--- config.mk ---
export PLATFORM = sky130hd
export DESIGN_NAME = table_linear_interpolator_core
export DESIGN_NICKNAME = d
export VERILOG_FILES = /design/src/rtl/core/tbli_pkg.sv /design/src/rtl/core/table_linear_interpolator_core.sv /design/src/rtl/core/tbli_cell.sv /design/src/rtl/core/tbli_div.sv
export SDC_FILE = /design/constraint.sdc
export NUM_CORES = 2
export LEC_CHECK = 0
export ABC_AREA = 1
export ABC_CLOCK_PERIOD_IN_PS = 7100
export BUFFER_PORTS_ARGS = -buffer_cell sky130_fd_sc_hd__buf_2
export CORE_MARGIN = 5
export CORE_UTILIZATION = 59
export CTS_BUF_LIST = sky130_fd_sc_hd__clkbuf_16
export DETAILED_ROUTE_END_ITERATION = 12
export PLACE_DENSITY = 0.88
export RECOVER_POWER = 50
export SLEW_MARGIN = 30
export SYNTH_ARGS = -nofsm -noshare
export SYNTH_HDL_FRONTEND = slang
export SYNTH_HIERARCHICAL = 1
export SYNTH_SLANG_ARGS = --single-unit
--- constraint.sdc ---
create_clock -name clk_i -period 7.1 [get_ports clk_i]
set_input_delay 1.065 -clock clk_i [delete_from_list [all_inputs] [get_ports clk_i]]
set_output_delay 1.065 -clock clk_i [all_outputs]
set_load 0.01 [all_outputs]
--- src/rtl/core/tbli_pkg.sv ---
// Package for the table linear interpolator core.
// Holds sizes, function and status codes, and the table point type.
// No dependencies; every other file in rtl/core imports it.
package tbli_pkg;

  localparam int unsigned POINTS    = 12;
  localparam int unsigned CNT_W     = (POINTS > 1) ? $clog2(POINTS) : 1;
  localparam int unsigned DATA_W    = 16;
  localparam int unsigned IDX_W     = 4;
  localparam int unsigned DIFF_W    = DATA_W + 1;
  localparam int unsigned PROD_W    = 2 * DIFF_W;
  localparam int unsigned MAG_W     = 2 * DATA_W;
  localparam int unsigned SUM_W     = MAG_W + 2;
  localparam int unsigned DIV_CNT_W = $clog2(MAG_W);

  typedef enum logic {
    FUNC_WRITE = 1'b0,
    FUNC_QUERY = 1'b1
  } func_e;

  typedef enum logic [1:0] {
    ST_EXACT  = 2'd0,
    ST_INTERP = 2'd1,
    ST_RANGE  = 2'd2,
    ST_BADSEG = 2'd3
  } status_e;

  typedef struct packed {
    logic signed [DATA_W-1:0] x;
    logic signed [DATA_W-1:0] y;
  } point_t;

endpackage

--- src/rtl/core/table_linear_interpolator_core.sv ---
// Table linear interpolator: a write transaction stores one point and gives no result.
// A query scans the rotation chain and returns its result for exact, out-of-range and
// zero-width cases; when it interpolates, it also runs the bit-serial divider.
// One query is in flight at a time and busy stays high until its result strobe.
// Reset (rst_ni low, async) clears control state only; table contents stay undefined.
module table_linear_interpolator_core (
  input  logic                                clk_i,
  input  logic                                rst_ni,
  input  logic                                start,
  output logic                                busy,
  input  logic                                func_i,
  input  logic [tbli_pkg::IDX_W-1:0]          point_index_i,
  input  logic signed [tbli_pkg::DATA_W-1:0]  point_x_i,
  input  logic signed [tbli_pkg::DATA_W-1:0]  point_y_i,
  input  logic signed [tbli_pkg::DATA_W-1:0]  query_x_i,
  output logic                                done_o,
  output logic signed [tbli_pkg::DATA_W-1:0]  result_y_o,
  output logic [1:0]                          status_o
);
  import tbli_pkg::*;

  typedef enum logic [2:0] {
    S_IDLE,
    S_SCAN,
    S_EVAL,
    S_MUL,
    S_DIV
  } state_e;

  state_e      state_q;
  logic [CNT_W-1:0] cnt_q;
  logic        hit_q;
  logic        exact_q;
  logic        done_q;
  logic signed [DATA_W-1:0] res_q;
  status_e     stat_q;

  // Datapath registers, no reset needed.
  logic signed [DATA_W-1:0] q_q;
  logic signed [DATA_W-1:0] x0_q;
  logic signed [DATA_W-1:0] y0_q;
  logic signed [DATA_W-1:0] x1_q;
  logic signed [DATA_W-1:0] y1_q;
  logic signed [PROD_W-1:0] prod_q;

  logic        acc;
  logic        wr_acc;
  logic        scan_shift;
  logic [POINTS-1:0] cell_ld;
  point_t      wr_pt;
  point_t      cell_pt [POINTS];

  logic        exact_now;
  logic        seg_now;
  logic        take;

  logic signed [DIFF_W-1:0] dx;
  logic signed [DIFF_W-1:0] dy;
  logic signed [DIFF_W-1:0] dqx;
  logic signed [PROD_W-1:0] prod_d;

  logic        div_start;
  logic        div_busy;
  logic        div_done;
  logic [MAG_W-1:0]  div_quot;
  logic [MAG_W-1:0]  prod_mag;
  logic [DATA_W-1:0] dx_mag;
  logic        quot_neg;
  logic signed [SUM_W-1:0] quot_s;
  logic signed [SUM_W-1:0] sum;
  logic signed [DATA_W-1:0] sat;

  // Handshake: a transaction is taken whenever start is high and the core is idle.
  assign busy   = (state_q != S_IDLE);
  assign acc    = start && !busy;
  assign wr_acc = acc && (func_i == FUNC_WRITE);

  assign wr_pt.x = point_x_i;
  assign wr_pt.y = point_y_i;

  // Rotate the whole table one slot per scan cycle. Cell 0 always shows point i
  // and cell 1 point i+1; after POINTS shifts every point is back in its own slot.
  assign scan_shift = (state_q == S_SCAN);

  for (genvar k = 0; k < POINTS; k++) begin : g_cell
    // Writes to a slot past the table match no cell and drop silently.
    assign cell_ld[k] = wr_acc && (int'(point_index_i) == k);

    tbli_cell u_cell (
      .clk_i     (clk_i),
      .ld_i      (cell_ld[k]),
      .shift_i   (scan_shift),
      .ld_pt_i   (wr_pt),
      .prev_pt_i (cell_pt[(k + 1) % POINTS]),
      .pt_o      (cell_pt[k])
    );
  end

  // Scan test at the head of the chain: exact match wins, then the first segment
  // whose upper x lies above the query. The last point has no segment above it.
  assign exact_now = (cell_pt[0].x == q_q);
  assign seg_now   = !exact_now && (cnt_q != CNT_W'(POINTS - 1)) && (cell_pt[1].x > q_q);
  assign take      = scan_shift && !hit_q && (exact_now || seg_now);

  // Segment arithmetic on the latched points.
  assign dx     = DIFF_W'(x1_q) - DIFF_W'(x0_q);
  assign dy     = DIFF_W'(y1_q) - DIFF_W'(y0_q);
  assign dqx    = DIFF_W'(q_q)  - DIFF_W'(x0_q);
  assign prod_d = dy * dqx;

  // Divide magnitudes, restore the sign after: this truncates toward zero.
  assign prod_mag = prod_q[PROD_W-1] ? MAG_W'(-prod_q) : prod_q[MAG_W-1:0];
  assign dx_mag   = dx[DIFF_W-1] ? DATA_W'(-dx) : dx[DATA_W-1:0];
  assign quot_neg = prod_q[PROD_W-1] ^ dx[DIFF_W-1];
  assign div_start = (state_q == S_MUL);

  tbli_div u_div (
    .clk_i      (clk_i),
    .rst_ni     (rst_ni),
    .start_i    (div_start),
    .dividend_i (prod_mag),
    .divisor_i  (dx_mag),
    .busy_o     (div_busy),
    .done_o     (div_done),
    .quot_o     (div_quot)
  );

  assign quot_s = quot_neg ? -SUM_W'(div_quot) : SUM_W'(div_quot);
  assign sum    = SUM_W'(y0_q) + quot_s;

  // Saturate the interpolated value to the signed 16-bit range.
  always_comb begin
    if (sum > SUM_W'(signed'(32'sd32767))) begin
      sat = DATA_W'(16'h7FFF);
    end else if (sum < SUM_W'(-32'sd32768)) begin
      sat = DATA_W'(16'h8000);
    end else begin
      sat = sum[DATA_W-1:0];
    end
  end

  // Control state and registered result.
  always_ff @(posedge clk_i or negedge rst_ni) begin
    if (!rst_ni) begin
      state_q <= S_IDLE;
      cnt_q   <= '0;
      hit_q   <= 1'b0;
      exact_q <= 1'b0;
      done_q  <= 1'b0;
      res_q   <= '0;
      stat_q  <= ST_EXACT;
    end else begin
      done_q <= 1'b0;
      unique case (state_q)
        S_IDLE: begin
          if (acc && (func_i == FUNC_QUERY)) begin
            state_q <= S_SCAN;
            cnt_q   <= '0;
            hit_q   <= 1'b0;
            exact_q <= 1'b0;
          end
        end
        S_SCAN: begin
          if (take) begin
            hit_q   <= 1'b1;
            exact_q <= exact_now;
          end
          cnt_q <= cnt_q + 1'b1;
          if (cnt_q == CNT_W'(POINTS - 1)) begin
            state_q <= S_EVAL;
          end
        end
        S_EVAL: begin
          priority if (!hit_q) begin
            res_q   <= '0;
            stat_q  <= ST_RANGE;
            done_q  <= 1'b1;
            state_q <= S_IDLE;
          end else if (exact_q) begin
            res_q   <= y0_q;
            stat_q  <= ST_EXACT;
            done_q  <= 1'b1;
            state_q <= S_IDLE;
          end else if (dx == '0) begin
            res_q   <= '0;
            stat_q  <= ST_BADSEG;
            done_q  <= 1'b1;
            state_q <= S_IDLE;
          end else begin
            state_q <= S_MUL;
          end
        end
        S_MUL: begin
          state_q <= S_DIV;
        end
        S_DIV: begin
          if (div_done) begin
            res_q   <= sat;
            stat_q  <= ST_INTERP;
            done_q  <= 1'b1;
            state_q <= S_IDLE;
          end
        end
        default: begin
          state_q <= S_IDLE;
        end
      endcase
    end
  end

  // Datapath: capture the query, the chosen points and the product.
  always_ff @(posedge clk_i) begin
    if (acc && (func_i == FUNC_QUERY)) begin
      q_q <= query_x_i;
    end
    if (take) begin
      x0_q <= cell_pt[0].x;
      y0_q <= cell_pt[0].y;
      x1_q <= cell_pt[1].x;
      y1_q <= cell_pt[1].y;
    end
    if (state_q == S_EVAL) begin
      prod_q <= prod_d;
    end
  end

  assign done_o     = done_q;
  assign result_y_o = res_q;
  assign status_o   = stat_q;

`ifndef SYNTHESIS
  a_done_idle: assert property (@(posedge clk_i) disable iff (!rst_ni)
    done_o |-> !busy)
    else $error("result strobe while a query is still in flight");

  a_done_pulse: assert property (@(posedge clk_i) disable iff (!rst_ni)
    done_o |=> !done_o)
    else $error("result strobe held for more than one cycle");

  a_div_free: assert property (@(posedge clk_i) disable iff (!rst_ni)
    div_start |-> !div_busy)
    else $error("divider started while still iterating");

  a_exact_hit: assert property (@(posedge clk_i) disable iff (!rst_ni)
    exact_q |-> hit_q)
    else $error("exact match flagged without a scan hit");

  a_div_state: assert property (@(posedge clk_i) disable iff (!rst_ni)
    div_busy |-> (state_q == S_DIV))
    else $error("divider iterating outside the divide state");
`endif

endmodule

--- src/rtl/core/tbli_cell.sv ---
// One storage cell of the table rotation chain: holds a single point.
// Depends on tbli_pkg for the point type.
module tbli_cell (
  input  logic            clk_i,
  input  logic            ld_i,
  input  logic            shift_i,
  input  tbli_pkg::point_t ld_pt_i,
  input  tbli_pkg::point_t prev_pt_i,
  output tbli_pkg::point_t pt_o
);
  import tbli_pkg::*;

  point_t pt_q;

  // Load from the write port, or take the neighbor's point during a scan.
  always_ff @(posedge clk_i) begin
    if (ld_i) begin
      pt_q <= ld_pt_i;
    end else if (shift_i) begin
      pt_q <= prev_pt_i;
    end
  end

  assign pt_o = pt_q;

endmodule

--- src/rtl/core/tbli_div.sv ---
// Restoring divider, one quotient bit per cycle, unsigned operands.
// Depends on tbli_pkg for operand widths.
module tbli_div (
  input  logic                        clk_i,
  input  logic                        rst_ni,
  input  logic                        start_i,
  input  logic [tbli_pkg::MAG_W-1:0]  dividend_i,
  input  logic [tbli_pkg::DATA_W-1:0] divisor_i,
  output logic                        busy_o,
  output logic                        done_o,
  output logic [tbli_pkg::MAG_W-1:0]  quot_o
);
  import tbli_pkg::*;

  logic                 active_q;
  logic                 done_q;
  logic [DIV_CNT_W-1:0] cnt_q;
  logic [DATA_W:0]      rem_q;
  logic [MAG_W-1:0]     quot_q;
  logic [DATA_W-1:0]    dvs_q;

  logic [DATA_W:0]      rem_sh;
  logic                 ge;

  assign rem_sh = {rem_q[DATA_W-1:0], quot_q[MAG_W-1]};
  assign ge     = rem_sh >= {1'b0, dvs_q};

  always_ff @(posedge clk_i or negedge rst_ni) begin
    if (!rst_ni) begin
      active_q <= 1'b0;
      done_q   <= 1'b0;
      cnt_q    <= '0;
    end else begin
      done_q <= 1'b0;
      if (start_i) begin
        active_q <= 1'b1;
        cnt_q    <= '0;
      end else if (active_q) begin
        cnt_q <= cnt_q + 1'b1;
        if (cnt_q == DIV_CNT_W'(MAG_W - 1)) begin
          active_q <= 1'b0;
          done_q   <= 1'b1;
        end
      end
    end
  end

  // Shift in one dividend bit, subtract when the partial remainder allows.
  always_ff @(posedge clk_i) begin
    if (start_i) begin
      rem_q  <= '0;
      quot_q <= dividend_i;
      dvs_q  <= divisor_i;
    end else if (active_q) begin
      quot_q <= {quot_q[MAG_W-2:0], ge};
      rem_q  <= ge ? (rem_sh - {1'b0, dvs_q}) : rem_sh;
    end
  end

  assign busy_o = active_q;
  assign done_o = done_q;
  assign quot_o = quot_q;

endmodule

---- Yosys cells after proc, flatten, opt, wreduce, memory -nomap -nowiden ----
Cells that the tools add are included.
storage, ports and cells
  word-level logic and storage cells ...... 199
  memories ................................ 0
  bits in latches ......................... 0
  RAM bits ................................ 0
  input port bits ......................... 56
  bits in read-only memories .............. 0
  bits in registers ....................... 597
cells by class
  mux-type cells .......................... 69
  divide/modulo/power cells ............... 0
  reduce and logical (&&, ||, !) cells .... 46
  shift operators ......................... 0
  $mul .................................... 1
  $add $sub $neg .......................... 10
  magnitude comparators ................... 4
  eq/ne operators ......................... 24
  bitwise operators ....................... 2
operators with widths
  operator                                               count
  2-to-1 mux 32 bit                                      27
  2-to-1 mux 16 bit                                      8
  subtractor 16 x 16 -> 17 bit                           3
  equality test 4 bit (second input constant)            9
  adder 16 x 34 -> 34 bit                                1
  > comparator 34 x 16 -> 1 bit (second input constant)  1
  < comparator 34 x 16 -> 1 bit (second input constant)  1
  multiplier 17 x 17 -> 34 bit                           1
  2-to-1 mux 34 bit                                      1
  negation 32 -> 34 bit                                  1
  negation 32 bit                                        1
  one-hot mux 16 bit (2 select lines)                    1
  nonzero test 2 bit                                     15
  logical AND 1 bit                                      19
  >= comparator 17 x 16 -> 1 bit                         1
  zero test 17 bit                                       1
  equality test 16 bit                                   1
  > comparator 16 bit                                    1
  negation 16 bit                                        1
  subtractor 16 bit                                      1
  one-hot mux 3 bit (5 select lines)                     1
  2-to-1 mux 2 bit                                       7
  2-to-1 mux 1 bit                                       13
  2-to-1 mux 5 bit                                       2
  25 further kinds                                       38

---- Depth between registers and ports, before layout ----
  depth in word-level cells ............... 9
  depth in mapped cells ................... 42

---- Cells and area by module ----
Netlist, hierarchy kept.
by module, submodules not included
  module                          instances  sequential area each (um2)  cells an instance  area each (um2)
  table_linear_interpolator_core  1          4093.9                      3008               23337.4
  tbli_cell                       12         960.9                       137                1401.3
  tbli_div                        1          1936.9                      510                4016.4

---- Worst setup path before layout ----
OpenSTA, ideal clock, no wires.
  kind .................................... register -> register
  start ................................... register q_q[0]
  end ..................................... register prod_q[30] (data pin)
  arrival ................................. 7127 ps
  setup slack ............................. -285 ps
  cell stages (with the launch flop) ...... 40
  path buffers ............................ 1
  setup time .............................. 258 ps
  path through ............................ edfxtp_1 inv_1 ha_1 inv_1 fa_1 nand3_1 nand2_1 nand2_1 nand2_1 nand2_1 nand2_1 nand2_1 nand2_1 nand2_1 nand2_1 a21oi_1 o21ai_1 or2_2 [4 not listed] fa_1 fa_1 fa_1 fa_1 inv_1 fa_1 inv_1 ha_1 a21oi_1 o21a_1 o21ai_0 a21oi_1 o21bai_1 a21oi_1 inv_1 nand2_1 nand3_1 xor2_1
between the ends
  word-level cells in the longest chain between the ends .. 2
ends and longest elaborated chain
  element                       line                                   RTL
  start, declared               table_linear_interpolator_core.sv:39   logic signed [DATA_W-1:0] q_q;
  start signal, assigned        table_linear_interpolator_core.sv:214  q_q <= query_x_i;
  subtractor 16 x 16 -> 17 bit  table_linear_interpolator_core.sv:108  assign dqx = DIFF_W'(q_q) - DIFF_W'(x0_q);
  multiplier 17 x 17 -> 34 bit  table_linear_interpolator_core.sv:109  assign prod_d = dy * dqx;
  named net prod_d[30]          table_linear_interpolator_core.sv:60   logic signed [PROD_W-1:0] prod_d;
  end signal, assigned          table_linear_interpolator_core.sv:223  prod_q <= prod_d;
  end, declared                 table_linear_interpolator_core.sv:44   logic signed [PROD_W-1:0] prod_q;
The timed path passes the listed nets, and every way through them passes these cells.
A chain may end at the register's enable or synchronous reset.

---- Final worst setup path ----
  start ................................... register y1_q[2]
  end ..................................... register prod_q[30] (data pin)
between the ends
  word-level cells in the longest chain between the ends .. 2
ends and longest elaborated chain
  element                       line                                   RTL
  start, declared               table_linear_interpolator_core.sv:43   logic signed [DATA_W-1:0] y1_q;
  start signal, assigned        table_linear_interpolator_core.sv:220  y1_q <= cell_pt[1].y;
  subtractor 16 x 16 -> 17 bit  table_linear_interpolator_core.sv:107  assign dy = DIFF_W'(y1_q) - DIFF_W'(y0_q);
  multiplier 17 x 17 -> 34 bit  table_linear_interpolator_core.sv:109
  named net prod_d[30]          table_linear_interpolator_core.sv:60
The timed path passes the listed nets, and every way through them passes these cells.

==> impl_metrics.json <==
{
  "run_status": "finished with violations",
  "violations": "max-capacitance violations, max-slew violations, negative setup slack",
  "synth.ff_latch_count": 596,
  "synth_compound_area_frac": 0.0343,
  "post_synth.cell_area_avg_um2": 8.56,
  "synth_area_leader_cell": "edfxtp_1",
  "fp.coreArea_um2": 74300,
  "gp_congestion": 1.04,
  "yosys.area.top_type_share": 0.371,
  "cp_slowest_cell": "fa_1",
  "vias_per_cell": 5.62,
  "synthSimpleGateAreaFrac": 0.247,
  "drcViolationCount": 0,
  "global_route.overflow_total": 0,
  "cp-end-kind": "register",
  "share_of_the_synthesized_netlist_area_taken_by_xor_and_xnor_gates": 0.0344,
  "final_min_period_over_clock_period": 1.06,
  "io-pin-count": 76,
  "dominant_combinational_cell_family_by_area_after_synthesis": "simple AND/OR/NAND/NOR gates",
  "ys_seq_area_frac": 0.398,
  "final.fill_count": 5449,
  "grt_antenna_before_repair": 4,
  "syn_area_um2": 44200,
  "max-cap-violations": 15,
  "final_hold_viols": 0,
  "timing.final.crit_period_ps": 7490,
  "hp-start": "g_cell[0].u_cell/pt_o[2]",
  "start_util": 0.594,
  "synth_cell_types": 61,
  "warning_count_from_the_yosys_run": 6,
  "worst_hold_path.endpoint": "y0_q[2]",
  "cts-hold-fix-buffers": 0,
  "drive_above_1_share": 0.147,
  "synthesized_area_fraction_occupied_by_adder_cells": 0.194,
  "htree_num_levels": 2,
  "mostFrequentLayoutCells": "nand2_1 (2,005), inv_1 (733), edfxtp_1 (545)",
  "hold_depth": 0,
  "cts-buffers-inserted": 61,
  "max_clock_freq_mhz": 133,
  "cts_tree": "yes",
  "postSynthNetCount": 5723,
  "routed_wire_length_per_instance_um": 19.5,
  "proportion_of_synthesized_flip_flops_having_asynchronous_set_or_reset": 0.0587,
  "critical_path_peak_fanout": 6,
  "final_antenna_net_count": 0,
  "setup_ws_ps": -394,
  "crit_top_cell": "fa_1",
  "grt_setup_unrepaired": "yes",
  "hpwlAfterDp_mm": 94.8,
  "track_usage": 0.309,
  "reg2reg_from": "y1_q[2]",
  "clk-insertion-delay-late_ps": 650,
  "synth.area.mux_share": 0,
  "placementRows": 100,
  "largest_net_degree_at_the_start_of_global_routing": 65,
  "die-height_um": 284,
  "first_global_vias": 37100,
  "number_of_instances_in_the_placed_design": 6403,
  "number_of_enable_flip_flop_cells_after_synthesis": 545,
  "finalWirelength_mm": 128,
  "firstDrtPassIters": 7,
  "final_nets": 6107,
  "cts-root-buf": "clkbuf_16",
  "maxSlewViolCount": 484,
  "cells_on_worst_reg2reg_path": 33,
  "clock-sinks": 596,
  "port-buffer-count": 75,
  "max_slew.worst_pin.slew_ps": 2530,
  "grt_pass1_wl_mm": 199,
  "mostFrequentLayoutCell": "nand2_1",
  "worst-r2r-setup-slack_ps": -390,
  "cp_data_arrival_time_ps": 7900,
  "top_area_cells_in_the_synthesized_netlist": "edfxtp_1 (37%), nand2_1 (17%), fa_1 (14%)",
  "relSlewSlack": -0.687,
  "finalSetupViolCount": 11,
  "path_clk_slew_ps": 60,
  "vias": 36900,
  "worstSetupPathType": "reg -> reg",
  "violation_count_after_the_first_detailed_routing_iteration": 3878,
  "areaGrowthSynthToFinish_pct": 14.8,
  "timing.rr.end": "prod_q[30]",
  "fp.dieArea_um2": 80400,
  "cts_max_path_buffers": 3,
  "setup_tns_ps": -2120,
  "clock_skew_ps": 37.5,
  "dieWidth_um": 284,
  "min_path_type": "reg -> reg",
  "postSynthCellCount": 5162,
  "critical_path.startpoint_type": "register",
  "yosys_most_used_dff": "edfxtp_1",
  "max_stage_delay_ps": 590,
  "stdcell_count": 6570,
  "critical_path_required_ps": 7500
}
## cells in the mapped netlist, types with 7 or more instances
cell and number:
a21oi_1 127, a31oi_1 11, buf_2 10, buf_4 42
buf_6 51, clkbuf_1 31, clkinv_1 7, dfrtp_1 35
dfxtp_1 16, edfxtp_1 545, fa_1 302, ha_1 203
inv_1 761, inv_4 13, nand2_1 2034, nand2_2 24
nand3_1 131, nand3_2 19, nand3b_1 12, nand4_1 35
nor2_1 327, nor2_2 16, nor3_1 49, nor4_1 13
o21a_1 7, o21ai_0 65, o21bai_1 12, or2_2 28
xnor2_1 53, xor2_1 117
## state kept, by name, indices dropped and copies added, names as in the netlist
| signal | count |
|---|---|
| g_cell.u_cell/pt_o | 384 |
| prod_q | 33 |
| u_div/quot_o | 32 |
| q_q | 16 |
| result_y_o | 16 |
| u_div/dvs_q | 16 |
| u_div/rem_q | 16 |
| x0_q | 16 |
| x1_q | 16 |
| y0_q | 16 |
| y1_q | 16 |
| u_div/cnt_q | 5 |
| cnt_q | 4 |
| state_q | 3 |
| status_o | 2 |
| done_o | 1 |
| exact_q | 1 |
| hit_q | 1 |
| u_div/busy_o | 1 |
| u_div/done_o | 1 |
## routing by layer
layer,wire (um),track usage,vias to the layer above,part of all wire
met5,0,0,-,0
met4,6430,0.125,0,0.050
met3,13000,0.0570,400,0.10
met2,59800,0.512,2129,0.47
met1,49000,0.405,17500,0.38
li1,-,-,16900,-
## area by class of cell
type                    instances  area (um^2)  area share
diodes                          4         10.0    0.000197
clock buffers                  61         1530      0.0301
clock inverters                53          497     0.00980
inverters                     787         3000      0.0592
multi-input cells            3642        23500       0.464
flip-flops and latches        596        17600       0.346
well taps                     969         1210      0.0239
repair buffers                458         3370      0.0665
## worst max-delay path by stage
stage	startpoint	slack, ps	cells past startpoint	to
floorplan	y0_q[1]	-10	37	prod_q[30]
global placement	y0_q[0]	-420	34	prod_q[30]
detailed placement	y0_q[3]	-560	35	prod_q[31]
CTS	q_q[0]	-140	39	prod_q[30]
global route	q_q[0]	-740	39	prod_q[30]
finish	y1_q[2]	-390	33	prod_q[30]
## stage by stage
step	utilization	setup WS [ps]	cell area (um^2)	hold WS [ps]
2_1_floorplan	-	-11.5	44300	427
4_1_cts	0.679	-141	50400	425
3_3_place_gp	0.639	-415	47500	432
3_5_place_dp	0.639	-563	47500	432
5_1_grt	0.682	-741	50700	454
6_report	0.682	-394	50700	450
## worst max-delay path: cells and delay by family (launching register included)
family | cells | cell delay (ps)
compound gates | 10 | 1540
flops | 1 | 460
fa+ha+maj | 8 | 3660
xor+xnor | 2 | 300
buf+inv | 8 | 860
simple gates | 5 | 410
## timing repair
item	in CTS	in global routing
setup endpoints to repair	17	20
endpoints found under the hold margin	0	0
buffers inserted	42	13
resized for setup	159	80
pin swaps	118	70
## cell families (layout without fill, tap and decap cells)
family | after synthesis | in the layout
xor+xnor | 172 | 172
buf+inv | 924 | 1359
compound gates | 263 | 263
fa+ha+maj | 505 | 505
simple gates | 2702 | 2702
flops | 596 | 596
other cells | 0 | 4
Power is left out: the tool's default activity adds up to more than one toggle a clock period on the data nets, which glitch-free logic cannot reach.
